File: src/rtl/core/bcc_pkg.sv
// Shared types and constants for the button click classifier.
// No dependencies; bcc_lane, bcc_merge and the top level import this package.
package bcc_pkg;

  localparam int unsigned NumButtonsDef = 4;
  localparam int unsigned MaxButtons    = 4;

  localparam int unsigned TimeoutW = 16;
  localparam int unsigned MaskW    = 4;
  localparam int unsigned PeriodW  = 8;
  localparam int unsigned CfgIdxW  = 3;
  localparam int unsigned CfgDataW = 16;
  localparam int unsigned PinsW    = 4;
  localparam int unsigned BtnIdxW  = 2;

  localparam logic [TimeoutW-1:0] TimeoutRst = TimeoutW'(300);
  localparam logic [MaskW-1:0]    MaskRst    = '0;
  localparam logic [PeriodW-1:0]  PeriodRst  = PeriodW'(10);

  // configuration register indexes
  localparam logic [CfgIdxW-1:0] RegTimeout0 = 3'd0;
  localparam logic [CfgIdxW-1:0] RegMask     = 3'd4;
  localparam logic [CfgIdxW-1:0] RegPeriod   = 3'd5;

  // operation codes of an input item
  localparam logic OpTick = 1'b0;
  localparam logic OpRead = 1'b1;

  typedef enum logic [2:0] {
    EV_NONE    = 3'd0,
    EV_SINGLE  = 3'd1,
    EV_DOUBLE  = 3'd2,
    EV_HOLD    = 3'd3,
    EV_RELEASE = 3'd4
  } event_e;

  typedef enum logic [4:0] {
    ST_IDLE     = 5'b00001,
    ST_ONCE     = 5'b00010,
    ST_RELEASED = 5'b00100,
    ST_TWICE    = 5'b01000,
    ST_HELD     = 5'b10000
  } click_state_e;

  // per-lane strobes for one accepted item
  typedef struct packed {
    logic tick;
    logic pressed;
    logic clear;
  } lane_ctrl_t;

endpackage

File: src/rtl/core/bcc_in_if.sv
// Input channel of the button click classifier: valid/ready plus item payload.
// Standalone; no package needed.
interface bcc_in_if;
  logic       valid;
  logic       ready;
  logic       op;
  logic [3:0] pin_levels;
  logic [1:0] button_index;

  modport source (output valid, op, pin_levels, button_index, input ready);
  modport sink   (input valid, op, pin_levels, button_index, output ready);
endinterface

File: src/rtl/core/bcc_out_if.sv
// Result channel of the button click classifier: valid/ready plus event code.
// Standalone; no package needed.
interface bcc_out_if;
  logic       valid;
  logic       ready;
  logic [2:0] event_code;

  modport source (output valid, event_code, input ready);
  modport sink   (input valid, event_code, output ready);
endinterface

File: src/rtl/core/bcc_lane.sv
// One button's five-state click classifier with its timeout register.
// Depends on bcc_pkg.
module bcc_lane (
  input  logic                            clk_i,
  input  logic                            rst_ni,
  input  bcc_pkg::lane_ctrl_t             ctrl_i,
  input  logic                            to_we_i,
  input  logic [bcc_pkg::TimeoutW-1:0]    to_data_i,
  input  logic [bcc_pkg::PeriodW-1:0]     period_i,
  output bcc_pkg::event_e                 pend_o
);
  import bcc_pkg::*;

  click_state_e        state_q, state_d;
  logic [TimeoutW-1:0] elapsed_q, elapsed_d;
  logic [TimeoutW-1:0] timeout_q;
  event_e              pend_q, pend_d;
  logic [TimeoutW:0]   sum;
  logic [TimeoutW-1:0] sat;
  logic                expired;

  assign sum     = {1'b0, elapsed_q} + {{(TimeoutW+1-PeriodW){1'b0}}, period_i};
  assign sat     = sum[TimeoutW] ? {TimeoutW{1'b1}} : sum[TimeoutW-1:0];
  assign expired = sat >= timeout_q;

  always_comb begin
    state_d   = state_q;
    elapsed_d = elapsed_q;
    pend_d    = pend_q;
    if (ctrl_i.tick) begin
      unique case (state_q)
        ST_IDLE: begin
          if (ctrl_i.pressed) begin
            elapsed_d = '0;
            state_d   = ST_ONCE;
          end
        end
        ST_ONCE: begin
          elapsed_d = sat;
          if (expired) state_d = ST_HELD;
          if (!ctrl_i.pressed) state_d = ST_RELEASED;
        end
        ST_RELEASED: begin
          elapsed_d = sat;
          if (expired) begin
            pend_d  = EV_SINGLE;
            state_d = ST_IDLE;
          end
          if (ctrl_i.pressed) begin
            elapsed_d = '0;
            state_d   = ST_TWICE;
          end
        end
        ST_TWICE: begin
          elapsed_d = sat;
          if (expired) state_d = ST_HELD;
          if (!ctrl_i.pressed) begin
            pend_d  = EV_DOUBLE;
            state_d = ST_IDLE;
          end
        end
        ST_HELD: begin
          pend_d = EV_HOLD;
          if (!ctrl_i.pressed) begin
            pend_d  = EV_RELEASE;
            state_d = ST_IDLE;
          end
        end
        default: begin
          state_d = state_q;
        end
      endcase
    end
    // a read of this button drains its pending event
    if (ctrl_i.clear) pend_d = EV_NONE;
  end

  always_ff @(posedge clk_i or negedge rst_ni) begin
    if (!rst_ni) begin
      state_q   <= ST_IDLE;
      elapsed_q <= '0;
      pend_q    <= EV_NONE;
      timeout_q <= TimeoutRst;
    end else begin
      state_q   <= state_d;
      elapsed_q <= elapsed_d;
      pend_q    <= pend_d;
      if (to_we_i) timeout_q <= to_data_i;
    end
  end

  assign pend_o = pend_q;

endmodule

File: src/rtl/core/bcc_merge.sv
// Merge stage: picks the addressed lane's pending event and holds it in the
// result register until the sink takes it. Depends on bcc_pkg.
module bcc_merge #(
  parameter int unsigned NUM_BUTTONS = bcc_pkg::NumButtonsDef
) (
  input  logic                           clk_i,
  input  logic                           rst_ni,
  input  bcc_pkg::event_e                pend_i [NUM_BUTTONS],
  input  logic                           rd_i,
  input  logic [bcc_pkg::BtnIdxW-1:0]    rd_idx_i,
  output logic                           slot_free_o,
  output logic                           out_valid_o,
  input  logic                           out_ready_i,
  output logic [2:0]                     out_event_o
);
  import bcc_pkg::*;

  event_e rd_evt;
  event_e evt_q, evt_d;
  logic   vld_q, vld_d;

  // buttons past the lane count read as no event
  always_comb begin
    rd_evt = EV_NONE;
    for (int b = 0; b < NUM_BUTTONS; b++) begin
      if (rd_idx_i == BtnIdxW'(b)) rd_evt = pend_i[b];
    end
  end

  assign slot_free_o = !vld_q || out_ready_i;

  always_comb begin
    vld_d = vld_q;
    evt_d = evt_q;
    if (rd_i) begin
      vld_d = 1'b1;
      evt_d = rd_evt;
    end else if (out_ready_i) begin
      vld_d = 1'b0;
    end
  end

  always_ff @(posedge clk_i or negedge rst_ni) begin
    if (!rst_ni) begin
      vld_q <= 1'b0;
    end else begin
      vld_q <= vld_d;
    end
  end

  always_ff @(posedge clk_i) begin
    evt_q <= evt_d;
  end

  assign out_valid_o = vld_q;
  assign out_event_o = evt_q;

endmodule

File: src/rtl/core/button_click_classifier_top.sv
// Top level of the button click classifier: config registers, one lane per
// button and the merge stage. Depends on bcc_pkg, bcc_in_if, bcc_out_if,
// bcc_lane and bcc_merge.
//
//  channel   | direction | payload                          | transfer when
//  ----------+-----------+----------------------------------+--------------------
//  in_i      | sink      | op, pin_levels[3:0], button_index | valid && ready
//  out_o     | source    | event_code[2:0]                  | valid && ready
//  cfg       | write     | cfg_idx_i[2:0], cfg_data_i[15:0] | cfg_we_i
//
// One item per cycle while input ready is high. A tick updates every lane in the
// cycle it transfers; a read selects the addressed lane's pending event into the
// result register and clears it, so the result appears in the cycle after the
// read transfer. The only stall source is the single result register: input
// ready drops while a result waits and the sink holds ready low. Reset clears
// all lanes to idle with no pending event and loads the register reset values.
module button_click_classifier_top #(
  parameter int unsigned NUM_BUTTONS = bcc_pkg::NumButtonsDef
) (
  input  logic                          clk_i,
  input  logic                          rst_ni,
  bcc_in_if.sink                        in_i,
  bcc_out_if.source                     out_o,
  input  logic                          cfg_we_i,
  input  logic [bcc_pkg::CfgIdxW-1:0]   cfg_idx_i,
  input  logic [bcc_pkg::CfgDataW-1:0]  cfg_data_i
);
  import bcc_pkg::*;

  logic [MaskW-1:0]   mask_q;
  logic [PeriodW-1:0] period_q;
  logic               in_fire;
  logic               tick;
  logic               rd;
  logic               slot_free;
  event_e             pend [NUM_BUTTONS];

  // shared config: active level mask and tick period
  always_ff @(posedge clk_i or negedge rst_ni) begin
    if (!rst_ni) begin
      mask_q   <= MaskRst;
      period_q <= PeriodRst;
    end else if (cfg_we_i) begin
      if (cfg_idx_i == RegMask)   mask_q   <= cfg_data_i[MaskW-1:0];
      if (cfg_idx_i == RegPeriod) period_q <= cfg_data_i[PeriodW-1:0];
    end
  end

  // accept while the result register is free or draining this cycle
  assign in_i.ready = slot_free;
  assign in_fire    = in_i.valid && slot_free;
  assign tick       = in_fire && (in_i.op == OpTick);
  assign rd         = in_fire && (in_i.op == OpRead);

  for (genvar b = 0; b < NUM_BUTTONS; b++) begin : g_lane
    lane_ctrl_t ctrl;
    logic       to_we;

    assign ctrl.tick    = tick;
    // pressed when the pin matches that button's active level
    assign ctrl.pressed = (in_i.pin_levels[b] == mask_q[b]);
    assign ctrl.clear   = rd && (in_i.button_index == BtnIdxW'(b));
    assign to_we        = cfg_we_i && (cfg_idx_i == (RegTimeout0 + CfgIdxW'(b)));

    bcc_lane u_lane (
      .clk_i     (clk_i),
      .rst_ni    (rst_ni),
      .ctrl_i    (ctrl),
      .to_we_i   (to_we),
      .to_data_i (cfg_data_i[TimeoutW-1:0]),
      .period_i  (period_q),
      .pend_o    (pend[b])
    );
  end

  bcc_merge #(
    .NUM_BUTTONS (NUM_BUTTONS)
  ) u_merge (
    .clk_i       (clk_i),
    .rst_ni      (rst_ni),
    .pend_i      (pend),
    .rd_i        (rd),
    .rd_idx_i    (in_i.button_index),
    .slot_free_o (slot_free),
    .out_valid_o (out_o.valid),
    .out_ready_i (out_o.ready),
    .out_event_o (out_o.event_code)
  );

endmodule
File: src/flat_wrapper.sv
// flat-port wrapper written by rule: the top's interface ports become plain ports
module button_click_classifier_top_flat import bcc_pkg::*;
#(
  parameter int unsigned NUM_BUTTONS = bcc_pkg::NumButtonsDef
)
  (clk_i, rst_ni, cfg_we_i, cfg_idx_i, cfg_data_i, in_i_valid, in_i_op, in_i_pin_levels, in_i_button_index, in_i_ready, out_o_valid, out_o_event_code, out_o_ready);
  bcc_in_if in_i_i ();
  bcc_out_if out_o_i ();
  input  logic clk_i;
  input  logic rst_ni;
  input  logic cfg_we_i;
  input  logic [bcc_pkg::CfgIdxW-1:0] cfg_idx_i;
  input  logic [bcc_pkg::CfgDataW-1:0] cfg_data_i;
  input wire logic [$bits(in_i_i.valid)-1:0] in_i_valid;
  input wire logic [$bits(in_i_i.op)-1:0] in_i_op;
  input wire logic [$bits(in_i_i.pin_levels)-1:0] in_i_pin_levels;
  input wire logic [$bits(in_i_i.button_index)-1:0] in_i_button_index;
  output wire logic [$bits(in_i_i.ready)-1:0] in_i_ready;
  output wire logic [$bits(out_o_i.valid)-1:0] out_o_valid;
  output wire logic [$bits(out_o_i.event_code)-1:0] out_o_event_code;
  input wire logic [$bits(out_o_i.ready)-1:0] out_o_ready;
  assign in_i_i.valid = in_i_valid;
  assign in_i_i.op = in_i_op;
  assign in_i_i.pin_levels = in_i_pin_levels;
  assign in_i_i.button_index = in_i_button_index;
  assign in_i_ready = in_i_i.ready;
  assign out_o_valid = out_o_i.valid;
  assign out_o_event_code = out_o_i.event_code;
  assign out_o_i.ready = out_o_ready;
  button_click_classifier_top #(.NUM_BUTTONS(NUM_BUTTONS)) u_core (.clk_i(clk_i), .rst_ni(rst_ni), .in_i(in_i_i), .out_o(out_o_i), .cfg_we_i(cfg_we_i), .cfg_idx_i(cfg_idx_i), .cfg_data_i(cfg_data_i));
endmodule
File: config.mk
export PLATFORM = sky130hd
export DESIGN_NAME = button_click_classifier_top_flat
export DESIGN_NICKNAME = d
export VERILOG_FILES = /design/src/rtl/core/bcc_pkg.sv /design/src/rtl/core/bcc_in_if.sv /design/src/rtl/core/bcc_out_if.sv /design/src/rtl/core/bcc_lane.sv /design/src/rtl/core/bcc_merge.sv /design/src/rtl/core/button_click_classifier_top.sv /design/src/flat_wrapper.sv
export SDC_FILE = /design/constraint.sdc
export NUM_CORES = 1
export LEC_CHECK = 0
export ABC_CLOCK_PERIOD_IN_PS = 10400
export BUFFER_PORTS_ARGS = -buffer_cell sky130_fd_sc_hd__buf_2
export CORE_MARGIN = 2
export CORE_UTILIZATION = 60
export DETAILED_ROUTE_END_ITERATION = 8
export PLACE_DENSITY = 0.73
export SLEW_MARGIN = 10
export SYNTH_ARGS = -nofsm -noshare
export SYNTH_HDL_FRONTEND = slang
export SYNTH_SLANG_ARGS = --single-unit
File: constraint.sdc
create_clock -name clk_i -period 10.4 [get_ports clk_i]
set_input_delay 1.04 -clock clk_i [delete_from_list [all_inputs] [get_ports clk_i]]
set_output_delay 1.04 -clock clk_i [all_outputs]
set_load 0.1 [all_outputs]
-- Word level (Yosys, flattened, before mapping)
Cells that the tools add are included.
- multiply operators: 0
- eq/ne operators: 52
- bitwise operators: 1
- shift operators: 0
- muxes and demuxes: 78
- $add $sub $neg: 4
- $lt $le $gt $ge: 4
- reduce and logical (&&, ||, !) cells: 50
- divide/modulo/power cells: 0
- operators by type and width (operator ; count):
    2-to-1 mux 16 bit ; 12
    one-hot mux 16 bit (3 select lines) ; 4
    2-to-1 mux 5 bit ; 28
    one-hot mux 5 bit (5 select lines) ; 4
    2-to-1 mux 3 bit ; 24
    adder 16 x 8 -> 17 bit ; 4
    >= comparator 16 bit ; 4
    one-hot mux 3 bit (3 select lines) ; 4
    inequality test 3 x 2 -> 1 bit (second input constant) ; 8
    equality test 5 x 1 -> 1 bit (second input constant) ; 4
    equality test 5 x 2 -> 1 bit (second input constant) ; 4
    equality test 5 x 3 -> 1 bit (second input constant) ; 4
    equality test 5 x 4 -> 1 bit (second input constant) ; 4
    equality test 5 bit (second input constant) ; 4
    AND reduction 5 bit ; 4
    nonzero test 5 bit ; 4
    inequality test 2 bit (second input constant) ; 8
    AND reduction 4 bit ; 4
    nonzero test 4 bit ; 4
    inequality test 3 bit (second input constant) ; 4
    AND reduction 3 bit ; 4
    nonzero test 3 bit ; 4
    logical AND 1 bit ; 11
    nonzero test 2 bit ; 5
    14 further kinds ; 25
- bits in latches: 0
- bits in registers: 176
- logic and storage cells: 209
- bits in read-only memories: 0
- bits in writable memories: 0
- memories: 0
- output and inout bits: 5

-- Longest topological paths before layout
- depth in word-level cells: 7
- gate-level depth with buffers: 16
- mapped depth without buffers: 15

-- By module
Synthesis repeated with hierarchy kept, for this count alone.
- cell total of the unflattened synthesis: 1308
- area total of the unflattened synthesis: 11853.9 um^2
- modules (own cells, without submodules) (module ; cells each ; instances ; seq. area each (um^2) ; area an instance (um^2)):
    bcc_lane at u_core.g_lane[0].u_lane ... ; 312 ; 3 ; 1007.2 ; 2731.4
    bcc_lane at u_core.g_lane[3].u_lane ; 321 ; 1 ; 1007.2 ; 2839.0
    button_click_classifier_top ; 42 ; 1 ; 302.8 ; 614.3
    bcc_merge ; 9 ; 1 ; 115.1 ; 206.4

-- Least setup slack after synthesis
Ideal clock, no wire load.
- kind: register -> register
- from: register u_core.period_q[0]
- to: register u_core.g_lane[3].u_lane.state_q[2]
- path slack: 6.335 ns
- clock period less this slack: 4.065 ns
- path buffers: 2
- data arrival time: 3.940 ns
- stages on the path, launching flop included: 17
- path through: dfrtp_1 ha_1 fa_1 a211oi_1 nor3b_1 o221a_2 buf_2 nand3_2 buf_2 o21ai_0 ha_1 a211oi_1 nor2_1 a211oi_1 o21ai_0 o31ai_1 mux2_2
- word-level cells in the longest chain between the ends: 6
- elaborated cells between the ends (all ways): 9
- classes of those cells: add/sub: 1; order compare: 1; eq/ne: 1; mux: 5; reduce/logical: 1
- RTL lines (what ; RTL line ; source):
    from (decl) ; button_click_classifier_top.sv:31 ; logic [PeriodW-1:0] period_q;
    from (signal assigned) ; button_click_classifier_top.sv:42 ; period_q <= PeriodRst;
    from (signal assigned) ; button_click_classifier_top.sv:45 ; if (cfg_idx_i == RegPeriod) period_q <= cfg_data_i[PeriodW-1:0];
    adder 16 x 8 -> 17 bit * ; bcc_lane.sv:22 ; assign sum = {1'b0, elapsed_q} + {{(TimeoutW+1-PeriodW){1'b0}}, period_i};
    2-to-1 mux 16 bit * ; bcc_lane.sv:23 ; assign sat = sum[TimeoutW] ? {TimeoutW{1'b1}} : sum[TimeoutW-1:0];
    >= comparator 16 bit * ; bcc_lane.sv:24 ; assign expired = sat >= timeout_q;
    2-to-1 mux 5 bit ; n/a ;
    2-to-1 mux 5 bit, on equally long branches ; n/a ;
    one-hot mux 5 bit (5 select lines) ; n/a ;
    to (signal assigned) ; bcc_lane.sv:85 ; state_q <= state_d;
    to (decl) ; bcc_lane.sv:14 ; click_state_e state_q, state_d;
Mark *: on every way between the ends. The rest lies on a longest branch, timed or not.
A chain may end at the register's enable or synchronous reset.

-- Worst setup path in the final report
- from: register u_core.period_q[0]
- to: register u_core.g_lane[1].u_lane.pend_q[1]
- word-level cells in the longest chain between the ends: 5
- RTL lines (what ; RTL line ; source):
    adder 16 x 8 -> 17 bit ; bcc_lane.sv:22 ;
    2-to-1 mux 16 bit ; bcc_lane.sv:23 ;
    >= comparator 16 bit ; bcc_lane.sv:24 ;
    inequality test 3 x 2 -> 1 bit (no source line) ; n/a ;
    AND reduction 4 bit (no source line) ; n/a ;
    to (signal assigned) ; bcc_lane.sv:87 ; pend_q <= pend_d;
    to (decl) ; bcc_lane.sv:17 ; event_e pend_q, pend_d;
Every way passes these cells.

==> metrics <==
run status complete, no violations; Max-slew headroom 0.265; CP Data Arrival Time 5.01 ns; Max Transition Viols Final 0; unrepaired setup endpoints after global routing false; syn_area_per_cell 8.93 µm²; worst-path cell chain ha_1, fa_1, a211oi_1, o21bai_1, o41a_1, nand3b_1, o21ai_0, a21o_1, ha_1, nand2_1, o21ai_0, a211oi_1, nand3_1, o21ai_0, a31o_2; Simple-Gate Fraction of Synth Area 0.178; DRT antenna net count 0; fmax 0.216 GHz; syn_nets 1,485; Final nets 1,479; r2r endpoint u_core.g_lane[1].u_lane.pend_o[1]; Netlist cell types 86; Synth Instances 1,354; Pleak 6.06 nW; Mapped Area 12,100 µm²; Synth Flop Type dfrtp_1; Rows 51; I/O pin cnt 36; htree depth 4; largest net degree at the start of global routing 86; Post-CTS Hold Fix Bufs 0; Area Overhead vs Synth 7.21%; PD cells 257 nW/µm²; Hold EP u_core.g_lane[0].u_lane.elapsed_q[0]; initial core utilization 0.615; die area 21,300 µm²; chip height 146 µm; IO buf count 35; mux share of post-synthesis cell area 0.0433; GPL Wtd Cong 0.921; Post-synth ARST share 0.983; clock share of power 0.195; CTS tree built; CTS Buf Count 17; via count 10,200; wire length of the first global-routing pass 49,400 µm; Core ar. 19,700 µm²; GRT Overall Usage 0.288; R2R Setup Slk 5.76 ns; Place WS 5.82 ns; Final min period 4.64 ns; Pint 1.93 mW; Logic pwr share 0.477; Slowest-stage cell, CP o41a_1; R2R Path Start u_core.period_q[0]; YS warnings 0; Largest stage delay, worst path 0.49 ns; Post-Route WL 30,000 µm; CTS Buffer Depth 2; Post-synth EDFFs 3; share of cells above drive strength 1 0.120; Die X-Extent 146 µm; number of synthesized register bits 176; Sw Share 0.423; commonest non-fill, non-tap cells in the layout nand2_1, dfrtp_1, o21ai_0, ha_1, inv_1; DRT Pass-1 Iters 5; # resized after CTS 0; commonest non-fill, non-tap cell in the layout nand2_1; CP required 10.78 ns; Post-route DRC 0; clk slew on worst S/H paths 0.07 ns; post-DR wirelength/cell 18.4 µm; Synth Area in Compound Gates 0.219; placed instance area 12,400 µm²; clock sinks 176; number of global-route vias before repair 9,592; skew final 0.0118 ns; Reg power frac 0.328; Antenna Cells 0; Slew @ Worst Pin 1.10 ns; CP most frequent cell o21ai_0; clk_lat worst skew 0.44 ns; max-cap check violation count 0; Root Buffer clkbuf_16; post-CTS setup repair buffer count 0; Peak VDD IR 0.144 mV; Top Family by Delay on Critical Path compound AO/OA/AOI/OAI gates; final hold violations 0; HPWL Detailed 21,400 µm; Crit Path Class register to register; Setup crit start kind register; post-route setup slack 5.76 ns; final instance area 13,000 µm²; crit path max fanout 14; Pwr Total 3.34 mW; main combinational cell family by area after synthesis compound AO/OA/AOI/OAI gates; grt ovf 0; hold_sp u_core.g_lane[0].u_lane.elapsed_q[0]; post-route setup TNS 0 ns; hold-critical path depth 2; crit end category register; 1st-iter DRT viols 703; reg2reg path depth 15; xor-xnor portion of the synthesized cell area 0.0368; Finish-stage setup viols 0; Hold Path Class register to register; period utilisation layout 0.446; Post-Synth Adder-Cell Area 0.106; register area share after synthesis 0.368; sw power 1.41 mW; CP bufs+invs 0; antenna violations before repair 0; Via density 6.27
## power by group through the flow
stage	clock (mW)	combinational, mW	sequential (mW)
after global placement	0	1.52	1.09
after CTS	0.658	1.58	1.09
after floorplan	0	1.33	0.973
after detailed placement	0	1.56	1.10
after global routing	0.691	1.80	1.12
final	0.650	1.59	1.09
## stage by stage
step | utilization | instances | hold slack, ns
after floorplan | - | 1354 | 0.454
after global placement | 0.630 | 1594 | 0.468
after detailed placement | 0.630 | 1594 | 0.481
after CTS | 0.660 | 1626 | 0.496
after global routing | 0.660 | 1626 | 0.531
final | 0.660 | 1626 | 0.499
## Yosys cell counts, drive strengths merged, types with 5 or more instances
master  instances  area [µm²]
nand2         156         586
dfrtp         151        3780
o21ai         127         636
ha             96        1200
inv            82         308
a21oi          75         375
nor2           71         267
clkbuf         47         179
nand3          39         200
mux2           37         417
a22o           35         307
a21o           28         210
nor3           26         135
xnor2          25         226
xor2           25         219
and3           22         138
dfstp          22         578
buf            19         114
nand2b         18         113
nand4          17         106
a211oi         15         113
nor4           14        93.8
nor2b          13        81.3
a31oi          12        75.1
o21a           12        90.1
and2           11        68.8
a211o           9        78.8
o211ai          9        72.6
o22ai           9        56.3
or2             9        56.3
or3             9        56.3
nand3b          7        52.6
a31o            6        52.6
o311ai          6        52.6
and4            5        43.8
o211a           5        50.1
o21bai          5        37.5
or4             5        41.3
## layout make-up
type	count	area (µm²)
Multi-Input combinational cell	1030	7070
Fill cell	1682	6690
Sequential cell	176	4450
Clock buffer	18	429
Tap cell	265	332
Inverter	82	308
Timing Repair Buffer	41	226
Clock inverter	14	156
## worst reg2reg max path: stages, from the launching register on
cell	delay (ns)
dfrtp_1	0.46
ha_1	0.24
fa_1	0.42
a211oi_1	0.33
o21bai_1	0.15
o41a_1	0.49
nand3b_1	0.47
o21ai_0	0.22
a21o_1	0.20
ha_1	0.28
nand2_1	0.10
o21ai_0	0.09
a211oi_1	0.30
nand3_1	0.31
o21ai_0	0.33
a31o_2	0.19
## metal layers
layer	wire, µm	global-route usage	vias up
met5	0	0	-
met4	616	0.0777	0
met3	1640	0.0467	40
met2	13900	0.459	289
met1	13800	0.410	4957
li1	-	-	4915
## state kept, by name, summed over array words and instances (netlist names)
signal / cells
u_core.g_lane.u_lane.elapsed_q: 64
u_core.g_lane.u_lane.pend_o: 12
u_core.g_lane.u_lane.state_q: 20
u_core.g_lane.u_lane.timeout_q: 64
u_core.mask_q: 4
u_core.period_q: 8
u_core.u_merge.out_event_o: 3
u_core.u_merge.out_valid_o: 1
## kinds of logic (layout without fill, tap and decap cells)
| logic type | count (synthesis) | count (layout) |
|---|---|---|
| simple gates | 434 | 434 |
| compound gates | 402 | 402 |
| flops | 176 | 176 |
| buf+inv | 148 | 155 |
| fa+ha+maj | 100 | 100 |
| xor+xnor | 50 | 50 |
| mux | 44 | 44 |
## worst max path at each step
| stage | from | to | slack, ns | cells past startpoint |
|---|---|---|---|---|
| 2_1_floorplan | u_core.period_q[0] | u_core.g_lane[3].u_lane.state_q[2] | 6.33 | 16 |
| 3_3_place_gp | u_core.period_q[0] | u_core.g_lane[1].u_lane.pend_o[1] | 5.97 | 15 |
| 3_5_place_dp | u_core.period_q[0] | u_core.g_lane[1].u_lane.pend_o[1] | 5.82 | 15 |
| 4_1_cts | u_core.period_q[0] | u_core.g_lane[1].u_lane.pend_o[1] | 5.81 | 15 |
| 5_1_grt | u_core.period_q[0] | u_core.g_lane[1].u_lane.pend_o[0] | 5.53 | 15 |
| 6_report | u_core.period_q[0] | u_core.g_lane[1].u_lane.pend_o[1] | 5.76 | 15 |
Power figures use the tool's default switching activity.
